$ cat src/hdl/pfe_pkg.sv
`timescale 1ns / 1ps

package pfe_pkg;

  // Field widths
  localparam int CMD_W = 2;
  localparam int LET_W = 5;
  localparam int POS_W = 3;
  localparam int RC_W  = 2 * POS_W;

  // Square geometry and alphabet
  localparam int SIDE    = 5;
  localparam int CELLS   = SIDE * SIDE;
  localparam int NUM_LET = 26;
  localparam int SQ_AW   = $clog2(CELLS);
  localparam int MAP_AW  = $clog2(NUM_LET);

  // Letter codes
  localparam logic [LET_W-1:0] LET_I   = LET_W'(8);
  localparam logic [LET_W-1:0] LET_J   = LET_W'(9);
  localparam logic [LET_W-1:0] LET_X   = LET_W'(23);
  localparam logic [LET_W-1:0] LET_Z   = LET_W'(25);
  localparam logic [LET_W-1:0] LET_MAX = LET_W'(NUM_LET - 1);

  // Input commands
  typedef enum logic [CMD_W-1:0] {
    CMD_KEY    = 2'd0,
    CMD_FINISH = 2'd1,
    CMD_TEXT   = 2'd2,
    CMD_END    = 2'd3
  } cmd_t;

  // Sequencer states
  typedef enum logic [3:0] {
    S_IDLE,
    S_DECODE,
    S_FILL,
    S_LOOK_A,
    S_LOOK_B,
    S_CALC,
    S_SQ_A,
    S_SQ_B,
    S_SQ_C,
    S_OUT_A,
    S_OUT_B
  } state_t;

  // Filler inserted after a letter: z after x, x otherwise
  function automatic logic [LET_W-1:0] filler_for(input logic [LET_W-1:0] ch);
    return (ch == LET_X) ? LET_Z : LET_X;
  endfunction

  // Next row or column, wrapping at the square edge
  function automatic logic [POS_W-1:0] wrap_inc(input logic [POS_W-1:0] v);
    return (v == POS_W'(SIDE - 1)) ? '0 : v + POS_W'(1);
  endfunction

  // Row-major cell address: row * 5 + col
  function automatic logic [SQ_AW-1:0] cell_addr(input logic [POS_W-1:0] row,
                                                 input logic [POS_W-1:0] col);
    return SQ_AW'({row, 2'b00}) + SQ_AW'(row) + SQ_AW'(col);
  endfunction

endpackage

$ cat src/hdl/pfe_in_if.sv
`timescale 1ns / 1ps

interface pfe_in_if;
  import pfe_pkg::*;

  logic             valid;
  logic             ready;
  logic [CMD_W-1:0] cmd;
  logic [LET_W-1:0] letter;

  modport source (output valid, output cmd, output letter, input ready);
  modport sink   (input valid, input cmd, input letter, output ready);
endinterface

$ cat src/hdl/pfe_out_if.sv
`timescale 1ns / 1ps

interface pfe_out_if;
  import pfe_pkg::*;

  logic             valid;
  logic             ready;
  logic [LET_W-1:0] out_letter;
  logic             run_last;

  modport source (output valid, output out_letter, output run_last, input ready);
  modport sink   (input valid, input out_letter, input run_last, output ready);
endinterface

$ cat src/hdl/pfe_ram.sv
`timescale 1ns / 1ps

module pfe_ram #(
  parameter int WIDTH = 8,
  parameter int DEPTH = 32,
  localparam int AW = $clog2(DEPTH)
) (
  input  logic             clk,
  input  logic             we,
  input  logic [AW-1:0]    waddr,
  input  logic [WIDTH-1:0] wdata,
  input  logic [AW-1:0]    raddr,
  output logic [WIDTH-1:0] rdata
);

  logic [WIDTH-1:0] mem [DEPTH];

  // One write port, one registered read port
  always_ff @(posedge clk) begin
    if (we) begin
      mem[waddr] <= wdata;
    end
    rdata <= mem[raddr];
  end

endmodule

$ cat src/hdl/playfair_digraph_encrypt.sv
`timescale 1ns / 1ps

// Playfair encryptor. One input channel (din) carries commands: key letter,
// finish key square, plaintext letter, end of text. One output channel (dout)
// carries ciphertext letters, two per encrypted pair, run_last set on the
// second. Each transfer on din is handled completely before din is ready again.
// Steps per input item:
//   key letter ......... transfer, decode/place
//   finish ............. walk of the 26 letters, one per cycle
//   text letter, no pair transfer, decode
//   text letter or end of text closing a pair: transfer, decode, two map
//     reads, address calculation, two square reads, then the two results;
//     the two letter-map reads and two square reads share one read port each.
// A stalled dout holds the current result and the block waits; nothing is
// dropped. Reset (rst, synchronous) empties the square and the open pair and
// returns to idle; square and map memories keep their contents, and map
// entries are not consulted until rewritten.
module playfair_digraph_encrypt (
  input  logic      clk,
  input  logic      rst,
  pfe_in_if.sink    din,
  pfe_out_if.source dout
);
  import pfe_pkg::*;

  state_t state, state_next;

  // Item and square state
  cmd_t                cmd_r;
  logic [LET_W-1:0]    ch_r;
  logic [NUM_LET-1:0]  placed, placed_next;
  logic [SQ_AW-1:0]    fill_count, fill_count_next;
  logic [POS_W-1:0]    fill_row, fill_row_next;
  logic [POS_W-1:0]    fill_col, fill_col_next;
  logic                square_done;
  logic [LET_W-1:0]    walk;
  logic [LET_W-1:0]    held_letter;
  logic                held_valid;
  logic [LET_W-1:0]    prev_letter;
  logic                prev_valid;

  // Pair datapath
  logic [LET_W-1:0]    pa, pb;
  logic [RC_W-1:0]     rc_a, rc_b;
  logic [SQ_AW-1:0]    addr1, addr2;
  logic [LET_W-1:0]    e1, e2;

  // Memory ports
  logic                sq_we, map_we;
  logic [SQ_AW-1:0]    sq_waddr, sq_raddr;
  logic [LET_W-1:0]    sq_wdata, sq_rdata;
  logic [MAP_AW-1:0]   map_waddr, map_raddr;
  logic [RC_W-1:0]     map_wdata, map_rdata;

  // Placement unit
  logic                key_ok, key_clear, place_req, place_do;
  logic [LET_W-1:0]    place_ch, ch_in;
  logic [NUM_LET-1:0]  base_placed;
  logic [SQ_AW-1:0]    base_count;
  logic [POS_W-1:0]    base_row, base_col;

  // Text decode
  logic                text_ok, need_fill, pair_go;
  logic [LET_W-1:0]    fil;

  // Pair geometry
  logic [POS_W-1:0]    r1, c1, r2, c2;

  pfe_ram #(.WIDTH(LET_W), .DEPTH(CELLS)) u_square (
    .clk   (clk),
    .we    (sq_we),
    .waddr (sq_waddr),
    .wdata (sq_wdata),
    .raddr (sq_raddr),
    .rdata (sq_rdata)
  );

  pfe_ram #(.WIDTH(RC_W), .DEPTH(NUM_LET)) u_map (
    .clk   (clk),
    .we    (map_we),
    .waddr (map_waddr),
    .wdata (map_wdata),
    .raddr (map_raddr),
    .rdata (map_rdata)
  );

  // j is taken as i on entry
  assign ch_in = (din.letter == LET_J) ? LET_I : din.letter;

  // Text decode terms
  always_comb begin
    text_ok   = (cmd_r == CMD_TEXT) && (ch_r <= LET_MAX);
    need_fill = prev_valid && (prev_letter == ch_r);
    fil       = filler_for(ch_r);
    pair_go   = (text_ok && (need_fill || held_valid)) ||
                ((cmd_r == CMD_END) && held_valid);
  end

  // Placement: a key letter after a finish starts a fresh square
  always_comb begin
    key_ok      = (state == S_DECODE) && (cmd_r == CMD_KEY) && (ch_r <= LET_MAX);
    key_clear   = key_ok && square_done;
    base_placed = key_clear ? '0 : placed;
    base_count  = key_clear ? '0 : fill_count;
    base_row    = key_clear ? '0 : fill_row;
    base_col    = key_clear ? '0 : fill_col;
    place_req   = 1'b0;
    place_ch    = ch_r;
    if (key_ok) begin
      place_req = !base_placed[ch_r];
    end else if (state == S_FILL) begin
      place_ch  = walk;
      place_req = (walk != LET_J) && !placed[walk];
    end
    place_do = place_req && (base_count != SQ_AW'(CELLS));

    placed_next     = base_placed;
    fill_count_next = base_count;
    fill_row_next   = base_row;
    fill_col_next   = base_col;
    if (place_do) begin
      placed_next     = base_placed | (NUM_LET'(1) << place_ch);
      fill_count_next = base_count + SQ_AW'(1);
      fill_col_next   = wrap_inc(base_col);
      fill_row_next   = (base_col == POS_W'(SIDE - 1)) ? base_row + POS_W'(1) : base_row;
    end
  end

  // Pair geometry: row and column of both letters
  always_comb begin
    rc_b = placed[pb] ? map_rdata : '0;
    r1   = rc_a[RC_W-1:POS_W];
    c1   = rc_a[POS_W-1:0];
    r2   = rc_b[RC_W-1:POS_W];
    c2   = rc_b[POS_W-1:0];
  end

  // Next state
  always_comb begin
    state_next = state;
    unique case (state)
      S_IDLE:   if (din.valid) state_next = S_DECODE;
      S_DECODE: begin
        if (cmd_r == CMD_FINISH) state_next = S_FILL;
        else if (pair_go)        state_next = S_LOOK_A;
        else                     state_next = S_IDLE;
      end
      S_FILL:   if (walk == LET_MAX) state_next = S_IDLE;
      S_LOOK_A: state_next = S_LOOK_B;
      S_LOOK_B: state_next = S_CALC;
      S_CALC:   state_next = S_SQ_A;
      S_SQ_A:   state_next = S_SQ_B;
      S_SQ_B:   state_next = S_SQ_C;
      S_SQ_C:   state_next = S_OUT_A;
      S_OUT_A:  if (dout.ready) state_next = S_OUT_B;
      S_OUT_B:  if (dout.ready) state_next = S_IDLE;
      default:  state_next = S_IDLE;
    endcase
  end

  // Outputs and memory controls
  always_comb begin
    din.ready       = (state == S_IDLE);
    dout.valid      = (state == S_OUT_A) || (state == S_OUT_B);
    dout.out_letter = (state == S_OUT_B) ? e2 : e1;
    dout.run_last   = (state == S_OUT_B);
    sq_we     = place_do;
    sq_waddr  = base_count;
    sq_wdata  = place_ch;
    map_we    = place_do;
    map_waddr = place_ch;
    map_wdata = {base_row, base_col};
    map_raddr = (state == S_LOOK_B) ? pb : pa;
    sq_raddr  = (state == S_SQ_B) ? addr2 : addr1;
  end

  // Control state
  always_ff @(posedge clk) begin
    if (rst) begin
      state       <= S_IDLE;
      placed      <= '0;
      fill_count  <= '0;
      fill_row    <= '0;
      fill_col    <= '0;
      square_done <= 1'b0;
      held_letter <= '0;
      held_valid  <= 1'b0;
      prev_letter <= '0;
      prev_valid  <= 1'b0;
    end else begin
      state      <= state_next;
      placed     <= placed_next;
      fill_count <= fill_count_next;
      fill_row   <= fill_row_next;
      fill_col   <= fill_col_next;
      if (key_clear) begin
        square_done <= 1'b0;
      end
      if (state == S_FILL && walk == LET_MAX) begin
        square_done <= 1'b1;
      end
      if (state == S_DECODE) begin
        // Text stream: filler between equal neighbors, then the letter
        if (text_ok) begin
          prev_letter <= ch_r;
          prev_valid  <= 1'b1;
          if (need_fill && !held_valid) begin
            held_valid <= 1'b0;
          end else if (!need_fill && held_valid) begin
            held_valid <= 1'b0;
          end else begin
            held_letter <= ch_r;
            held_valid  <= 1'b1;
          end
        end else if (cmd_r == CMD_END) begin
          prev_valid <= 1'b0;
          held_valid <= 1'b0;
        end
      end
    end
  end

  // Payload registers
  always_ff @(posedge clk) begin
    if (state == S_IDLE && din.valid) begin
      cmd_r <= cmd_t'(din.cmd);
      ch_r  <= ch_in;
      walk  <= '0;
    end
    if (state == S_FILL) begin
      walk <= walk + LET_W'(1);
    end
    if (state == S_DECODE) begin
      if (text_ok) begin
        if (need_fill && held_valid) begin
          pa <= held_letter;
          pb <= fil;
        end else if (need_fill) begin
          pa <= fil;
          pb <= ch_r;
        end else begin
          pa <= held_letter;
          pb <= ch_r;
        end
      end else begin
        pa <= held_letter;
        pb <= filler_for(held_letter);
      end
    end
    if (state == S_LOOK_B) begin
      rc_a <= placed[pa] ? map_rdata : '0;
    end
    if (state == S_CALC) begin
      if (r1 == r2) begin
        addr1 <= cell_addr(r1, wrap_inc(c1));
        addr2 <= cell_addr(r1, wrap_inc(c2));
      end else if (c1 == c2) begin
        addr1 <= cell_addr(wrap_inc(r1), c1);
        addr2 <= cell_addr(wrap_inc(r2), c1);
      end else begin
        addr1 <= cell_addr(r1, c2);
        addr2 <= cell_addr(r2, c1);
      end
    end
    if (state == S_SQ_B) begin
      e1 <= sq_rdata;
    end
    if (state == S_SQ_C) begin
      e2 <= sq_rdata;
    end
  end

endmodule
$ cat src/flat_wrapper.sv
// flat-port wrapper written by rule: the top's interface ports become plain ports
module playfair_digraph_encrypt_flat import pfe_pkg::*;
  (clk, rst, din_valid, din_cmd, din_letter, din_ready, dout_valid, dout_out_letter, dout_run_last, dout_ready);
  pfe_in_if din_i ();
  pfe_out_if dout_i ();
  input  logic clk;
  input  logic rst;
  input wire logic [$bits(din_i.valid)-1:0] din_valid;
  input wire logic [$bits(din_i.cmd)-1:0] din_cmd;
  input wire logic [$bits(din_i.letter)-1:0] din_letter;
  output wire logic [$bits(din_i.ready)-1:0] din_ready;
  output wire logic [$bits(dout_i.valid)-1:0] dout_valid;
  output wire logic [$bits(dout_i.out_letter)-1:0] dout_out_letter;
  output wire logic [$bits(dout_i.run_last)-1:0] dout_run_last;
  input wire logic [$bits(dout_i.ready)-1:0] dout_ready;
  assign din_i.valid = din_valid;
  assign din_i.cmd = din_cmd;
  assign din_i.letter = din_letter;
  assign din_ready = din_i.ready;
  assign dout_valid = dout_i.valid;
  assign dout_out_letter = dout_i.out_letter;
  assign dout_run_last = dout_i.run_last;
  assign dout_i.ready = dout_ready;
  playfair_digraph_encrypt u_core (.clk(clk), .rst(rst), .din(din_i), .dout(dout_i));
endmodule
$ cat config.mk
export PLATFORM = sky130hd
export DESIGN_NAME = playfair_digraph_encrypt_flat
export DESIGN_NICKNAME = d
export VERILOG_FILES = /design/src/hdl/pfe_pkg.sv /design/src/hdl/pfe_in_if.sv /design/src/hdl/pfe_out_if.sv /design/src/hdl/pfe_ram.sv /design/src/hdl/playfair_digraph_encrypt.sv /design/src/flat_wrapper.sv
export SDC_FILE = /design/constraint.sdc
export NUM_CORES = 1
export LEC_CHECK = 0
export ABC_AREA = 1
export BUFFER_PORTS_ARGS = -buffer_cell sky130_fd_sc_hd__buf_2
export CAP_MARGIN = 20
export CORE_MARGIN = 2
export CORE_UTILIZATION = 50
export CTS_BUF_LIST = sky130_fd_sc_hd__clkbuf_16
export DETAILED_ROUTE_END_ITERATION = 16
export PLACE_DENSITY = 0.73
export SYNTH_ARGS = -nofsm -noshare
export SYNTH_HDL_FRONTEND = slang
export SYNTH_HIERARCHICAL = 1
export SYNTH_SLANG_ARGS = --single-unit
$ cat constraint.sdc
create_clock -name clk -period 5.34 [get_ports clk]
set_clock_uncertainty 0.1 [all_clocks]
set_input_delay 1.068 -clock clk [delete_from_list [all_inputs] [get_ports clk]]
set_output_delay 1.068 -clock clk [all_outputs]
set_load 0.005 [all_outputs]
==> results of run 1 <==
[registers in the layout, summed over array words and instances (netlist names), 4 cells and up]
register               count
u_core/held_letter         5
u_core/rc_a                6
u_core/u_square/rdata      5
u_core/ch_r                5
u_core/addr2               5
u_core/placed             26
u_core/pb                  5
u_core/fill_count          5
u_core/addr1               5
u_core/state               4
u_core/pa                  5
u_core/u_map/mem         156
u_core/walk                5
u_core/e2                  5
u_core/e1                  5
u_core/prev_letter         5
u_core/u_square/mem      125
u_core/u_map/rdata         6
[cells in the final DEF (no fill, tap or decap), types with 4 or more instances in the layout]
cell       synthesis  final
nor2_2             4      5
o21ai_0           72     69
clkinv_1           3      7
xor2_1            17     17
buf_4              8     21
a31oi_1            4      4
dfxtp_1           65     65
nand2_1          599    598
nand4_1           23     23
o22ai_1            6      6
edfxtp_1         329    329
nand3_1          285    285
a21oi_1           67     67
clkinv_2           0      7
o211ai_1           9      9
buf_2             44     18
nor2_1           170    169
nand3b_1           5      5
nand2_2            5      6
ha_1              43     43
fa_1               8      8
nand3_2           21     21
clkbuf_16          0     41
inv_2              5      5
o21ai_1            5      6
inv_1            250    260
nor4_1             6      6
or2_2              6      6
a21oi_2           21     21
xnor2_1            9      9
nor3_1             5      5
[power groups by stage]
stage          clock, mW  sequential (mW)  combinational, mW
2_1_floorplan          0             3.55              0.909
3_3_place_gp           0             3.61               1.15
3_5_place_dp           0             3.61               1.18
4_1_cts             2.81             3.55               1.19
5_1_grt             2.92             3.56               1.36
6_report            2.76             3.55               1.21
[kinds of logic (layout without fill, tap and decap cells)]
group                    Yosys count  count (layout)  share of synthesized area
AND/OR/NAND/NOR                 1134            1134                      0.249
AO/OA/AOI/OAI                    204             204                     0.0612
adder cells (fa/ha/maj)           51              51                     0.0354
XOR/XNOR                          26              26                     0.0115
buffers and inverters            355             372                     0.0771
flip-flops                       394             394                      0.566
[per-layer routing]
layer | track usage | wire (um) | part of all wire | vias to the layer above
met2 | 0.371 | 21600 | 0.46 | 613
met1 | 0.325 | 20400 | 0.43 | 6970
met4 | 0.0824 | 1320 | 0.028 | 0
li1 | - | - | - | 7167
met5 | 0 | 0 | 0 | -
met3 | 0.0404 | 3770 | 0.080 | 108
[area by class of cell]
class / count / area share
Clock buffer: 41 / 0.0478
Clock inverter: 31 / 0.0126
Multi-Input combinational cell: 1415 / 0.329
Inverter: 258 / 0.0451
Tap cell: 518 / 0.0302
Timing Repair Buffer: 42 / 0.0150
Sequential cell: 394 / 0.520
[how the worst max path moves through the flow]
stage	startpoint	to	slack, ps	cells after the start
after detailed placement	u_core/pb[0]	u_core/addr2[4]	830	25
after floorplan	u_core/pb[0]	u_core/addr2[4]	1710	25
after global placement	u_core/pb[0]	u_core/addr2[4]	1060	25
final	u_core/pb[0]	u_core/addr2[4]	730	25
after global routing	u_core/pb[0]	u_core/addr2[4]	190	25
after CTS	u_core/pb[0]	u_core/addr2[4]	810	25
[worst max-delay path, cell delays in order (launching register included)]
cell      delay [ps]
edfxtp_1         740
inv_1            260
o211ai_1         240
nand3_1           90
nand2_1           70
a21oi_1           60
nand2_1          230
nand2_1          110
nor2_1           330
inv_1            140
ha_1             220
nand2_1           80
nand2_1           90
xor2_1           150
inv_1             60
ha_1             190
o21bai_1         150
ha_1             350
nand2_1           80
nor2_1            40
a211oi_1         220
nand2_1           90
nand2_1           70
nand2_1           50
nand3_1           70
nand2_1           60
==> flow_summary.json, run 1 <==
{
  "status": "complete, no violations",
  "reg2reg_slack_ps": 730,
  "drv_slew": 0,
  "final_util": 0.553,
  "rr_endpoint": "u_core/addr2[4]",
  "ys_ff_latch": 394,
  "vias_per_cell": 5.51,
  "core_sq_mm": 0.0388,
  "clock_latency_ps": 590,
  "routed_wl_um": 47100,
  "hold_start": "u_core/u_square/rdata[2]",
  "clock_sinks": 394,
  "track_usage": 0.234,
  "h-tree-depth": 2,
  "cell_internal_pwr_mw": 5.37,
  "p_leak_nw": 8.79,
  "min_delay_path_depth": 0,
  "ys_top_cells_by_count": "599 x nand2_1, 329 x edfxtp_1, 285 x nand3_1",
  "synth.distinct_cells": 48,
  "cp_max_fo": 21,
  "fin_crit_ps": 4610,
  "fin_crit_sh": 0.863,
  "tritoncts.num_buffers": 41,
  "grt.overflow.total": 0,
  "post-cts-setup-buffers": 0,
  "p_switching_mw": 2.14,
  "hpwl_um": 30600,
  "setup_ws_ps": 734,
  "p_per_area_mw_per_mm2": 350,
  "ys_dominant_reg_cell": "edfxtp_1",
  "whs_ps": 329,
  "cts_buffer_depth": 3,
  "min_path_type": "reg2reg",
  "ys_top_cells_by_area": "edfxtp_1 50%, nand2_1 11%, nand3_1 7.2%, dfxtp_1 6.6%, inv_1 4.8%",
  "grt_pass1_vias": 14600,
  "fp-row-count": 72,
  "die_w_um": 203,
  "worstRegToRegCells": 25,
  "yosysTopAreaCell": "edfxtp_1",
  "grt_pass1_wl_um": 76000,
  "setup_tns_ps": 0,
  "reg2reg_from": "u_core/pb[0]",
  "chipHeight_um": 203,
  "syn-num-nets": 2226,
  "synth.cell_area_sq_mm": 0.0198,
  "cts_resized": 0,
  "async_reset_ff_frac": 0,
  "max_freq_mhz": 217,
  "setup_viol": 0,
  "num_vias": 14900,
  "netSwitchingFraction": 0.285,
  "ys_warn_count": 6,
  "synth.avg_cell_area_sq_um": 9.13,
  "synth_edf_count": 329,
  "seq_area_sq_mm": 0.0112,
  "required_ps": 5570,
  "hold_viol_final": 0,
  "whs_endpoint": "u_core/e1[2]",
  "multi_input_area_sq_mm": 0.00707,
  "antenna_left": 0,
  "drt_pass1_iterations": 5,
  "combPwrFrac": 0.161,
  "slew_headroom": 0.289,
  "cp-start-kind": "register",
  "rsz0062_at_grt": "false",
  "dieArea_sq_mm": 0.0411,
  "place_congestion": 0.946,
  "cts_tree": "yes",
  "fin_cells": 2699,
  "syn_inst": 2164,
  "antenna_found_initial": 0,
  "end_kind": "register",
  "io_pins": 19,
  "critPathKind": "reg2reg",
  "yosysSeqAreaShare": 0.566,
  "power_frac_seq": 0.472,
  "maxCapViolations": 0,
  "grt_start_max_net_pins": 79,
  "ir_drop_v": 0.000286,
  "power.total_mw": 7.51,
  "portBuffers": 18,
  "fin_area_sq_mm": 0.0215,
  "clkPwrFrac": 0.367,
  "drt-initial-drc-count": 1627,
  "area_growth_pct": 8.77,
  "clkTransAtPathRegs_ps": 60,
  "layout-drive-gt1-share": 0.0798,
  "start_util": 0.509,
  "placed_cells": 2625,
  "drc": 0,
  "synth.top_cell.area_share": 0.500,
  "cts.hold.buffers_added": 0,
  "wl_per_cell_um": 17.4,
  "cp_data_arrival_time_ps": 4840,
  "n_fill_cell": 3379,
  "diodes": 0,
  "tightest_slew_ps": 1060,
  "synth_most_common_cell": "nand2_1",
  "placed_area_sq_mm": 0.0201,
  "root_buffer": "clkbuf_16",
  "nNetsFinal": 2214,
  "place_ws_ps": 826
}
Note: power is estimated with default switching activity, not from simulation.
==> run 2: changes to the inputs <==
CTS_BUF_LIST = sky130_fd_sc_hd__clkbuf_4   (was sky130_fd_sc_hd__clkbuf_16)
CTS_CLUSTER_SIZE = 16   (was not set)
==> run 2 against run 1 <==
Worst hold slack got worse by 7.0 ps; largest cell class unchanged; global-route usage increased by 0.065 points; die area unchanged; clock power decreased by 8.7%; sequential share of layout area increased by 0.052 points; final area about the same; critical path type unchanged.
==> flow_summary.json, run 2 (same netlist as run 1, synthesis figures left out) <==
{
  "final_common_cell": "nand2_1",
  "cp_max_fo": 21,
  "cts.hold.buffers_added": 0,
  "place_congestion": 0.946,
  "io_pins": 19,
  "critPathKind": "reg2reg",
  "root_buffer": "clkbuf_4",
  "rsz0062_at_grt": "false",
  "drv_slew": 0,
  "hold_viol_final": 0,
  "whs_ps": 322,
  "final_util": 0.553,
  "grt.overflow.total": 0,
  "reg2reg_from": "u_core/pb[0]",
  "required_ps": 5760,
  "cp_data_arrival_time_ps": 5060,
  "wl_per_cell_um": 16.8,
  "cts_resized": 0,
  "grt_util_met3": 0.0438,
  "largest_register_ffs": 156,
  "setup_tns_ps": 0,
  "routed_wl_um": 47300,
  "antenna_left": 0,
  "start_util": 0.509,
  "place_ws_ps": 826,
  "slew_headroom": 0.290,
  "antenna_found_initial": 1,
  "max_freq_mhz": 215,
  "p_per_area_mw_per_mm2": 339,
  "chipHeight_um": 203,
  "hold_start": "u_core/u_square/rdata[0]",
  "nNetsFinal": 2272,
  "grt_pass1_wl_um": 76600,
  "h-tree-depth": 3,
  "status": "complete, no violations",
  "min_delay_path_depth": 0,
  "regMostFlops": "u_core/u_map/mem",
  "grt_pass1_vias": 15100,
  "crit_start": "u_core/pb[0]",
  "cp-start-kind": "register",
  "tritoncts.num_buffers": 100,
  "hpwl_um": 30600,
  "tightest_slew_ps": 1060,
  "drc": 0,
  "min_path_type": "reg2reg",
  "cts_tree": "yes",
  "gr-usage-met2": 0.373,
  "core_sq_mm": 0.0388,
  "fin_crit_ps": 4640,
  "portBuffers": 18,
  "setup_viol": 0,
  "fp-row-count": 72,
  "area_growth_pct": 8.67,
  "vias_per_cell": 5.43,
  "dieArea_sq_mm": 0.0411,
  "fin_crit_sh": 0.869,
  "clkTransAtPathRegs_ps": 70,
  "p_leak_nw": 8.87,
  "track_usage": 0.234,
  "end_kind": "register",
  "clock_latency_ps": 810,
  "top_regs": "u_core/u_map/mem (156), u_core/u_square/mem (125), u_core/placed (26)",
  "maxCapViolations": 0,
  "ir_drop_v": 0.000216,
  "clock_sinks": 394,
  "final_cell_mix": "598 x nand2_1, 329 x edfxtp_1, 285 x nand3_1",
  "num_vias": 15300,
  "cts_buffer_depth": 3,
  "layout-drive-gt1-share": 0.121,
  "drt-initial-drc-count": 1628,
  "die_w_um": 203,
  "grt_start_max_net_pins": 79,
  "use_met1": 0.317,
  "top_usage_layer": "met2",
  "post-cts-setup-buffers": 0,
  "worstRegToRegCells": 25,
  "setup_ws_ps": 698,
  "drt_pass1_iterations": 6
}
-- run 2: final timing paths --
kind / slack, ps / end
setup / recovery: 700 / u_core/addr2[4]
hold reg to reg: 320 / u_core/e2[0]
hold / removal: 320 / u_core/e2[0]
setup reg to reg: 700 / u_core/addr2[4]
-- run 2: area by class of cell --
type	count	area (sq um)
tap	518	648
fill	3447	17400
timing repair buffer	41	295
multi-input combinational	1415	7070
clock inverter	35	181
inverter	258	968
sequential	394	11200
antenna	1	2.50
clock buffer	149	1120
-- run 2: critical path, stage by stage, from the launching register on --
cell and delay (ps):
edfxtp_1 750, inv_1 260, o211ai_1 240, nand3_1 90, nand2_1 70, a21oi_1 60, nand2_1 220, nand2_1 110
nor2_1 330, inv_1 140, ha_1 220, nand2_1 80, nand2_1 90, xor2_1 150, inv_1 60, ha_1 190
o21bai_1 150, ha_1 340, nand2_1 80, nor2_1 40, a211oi_1 230, nand2_1 90, nand2_1 70, nand2_1 60
nand3_1 100, nand2_1 70
-- run 2: stage by stage --
step	total power [mW]	instances	area [sq um]
finish	7.27	2811	21500
global route	7.65	2811	21500
CTS	7.32	2809	21400
detailed placement	4.79	2625	20100
global placement	4.76	2624	20100
floorplan	4.46	2164	19800
-- run 2: report_power, final --
| group | leakage (nW) | switching (mW) | total [mW] | internal [mW] |
|---|---|---|---|---|
| Clock | 0.770 | 1.22 | 2.52 | 1.30 |
| Combinational | 4.58 | 0.854 | 1.21 | 0.355 |
| Sequential | 3.52 | 0.0931 | 3.55 | 3.45 |
-- run 2: metal layers --
layer | wire length (um) | up-vias
li1 | - | 7365
met1 | 20300 | 7103
met2 | 21800 | 685
met3 | 3910 | 119
met4 | 1300 | 0
met5 | 0 | -
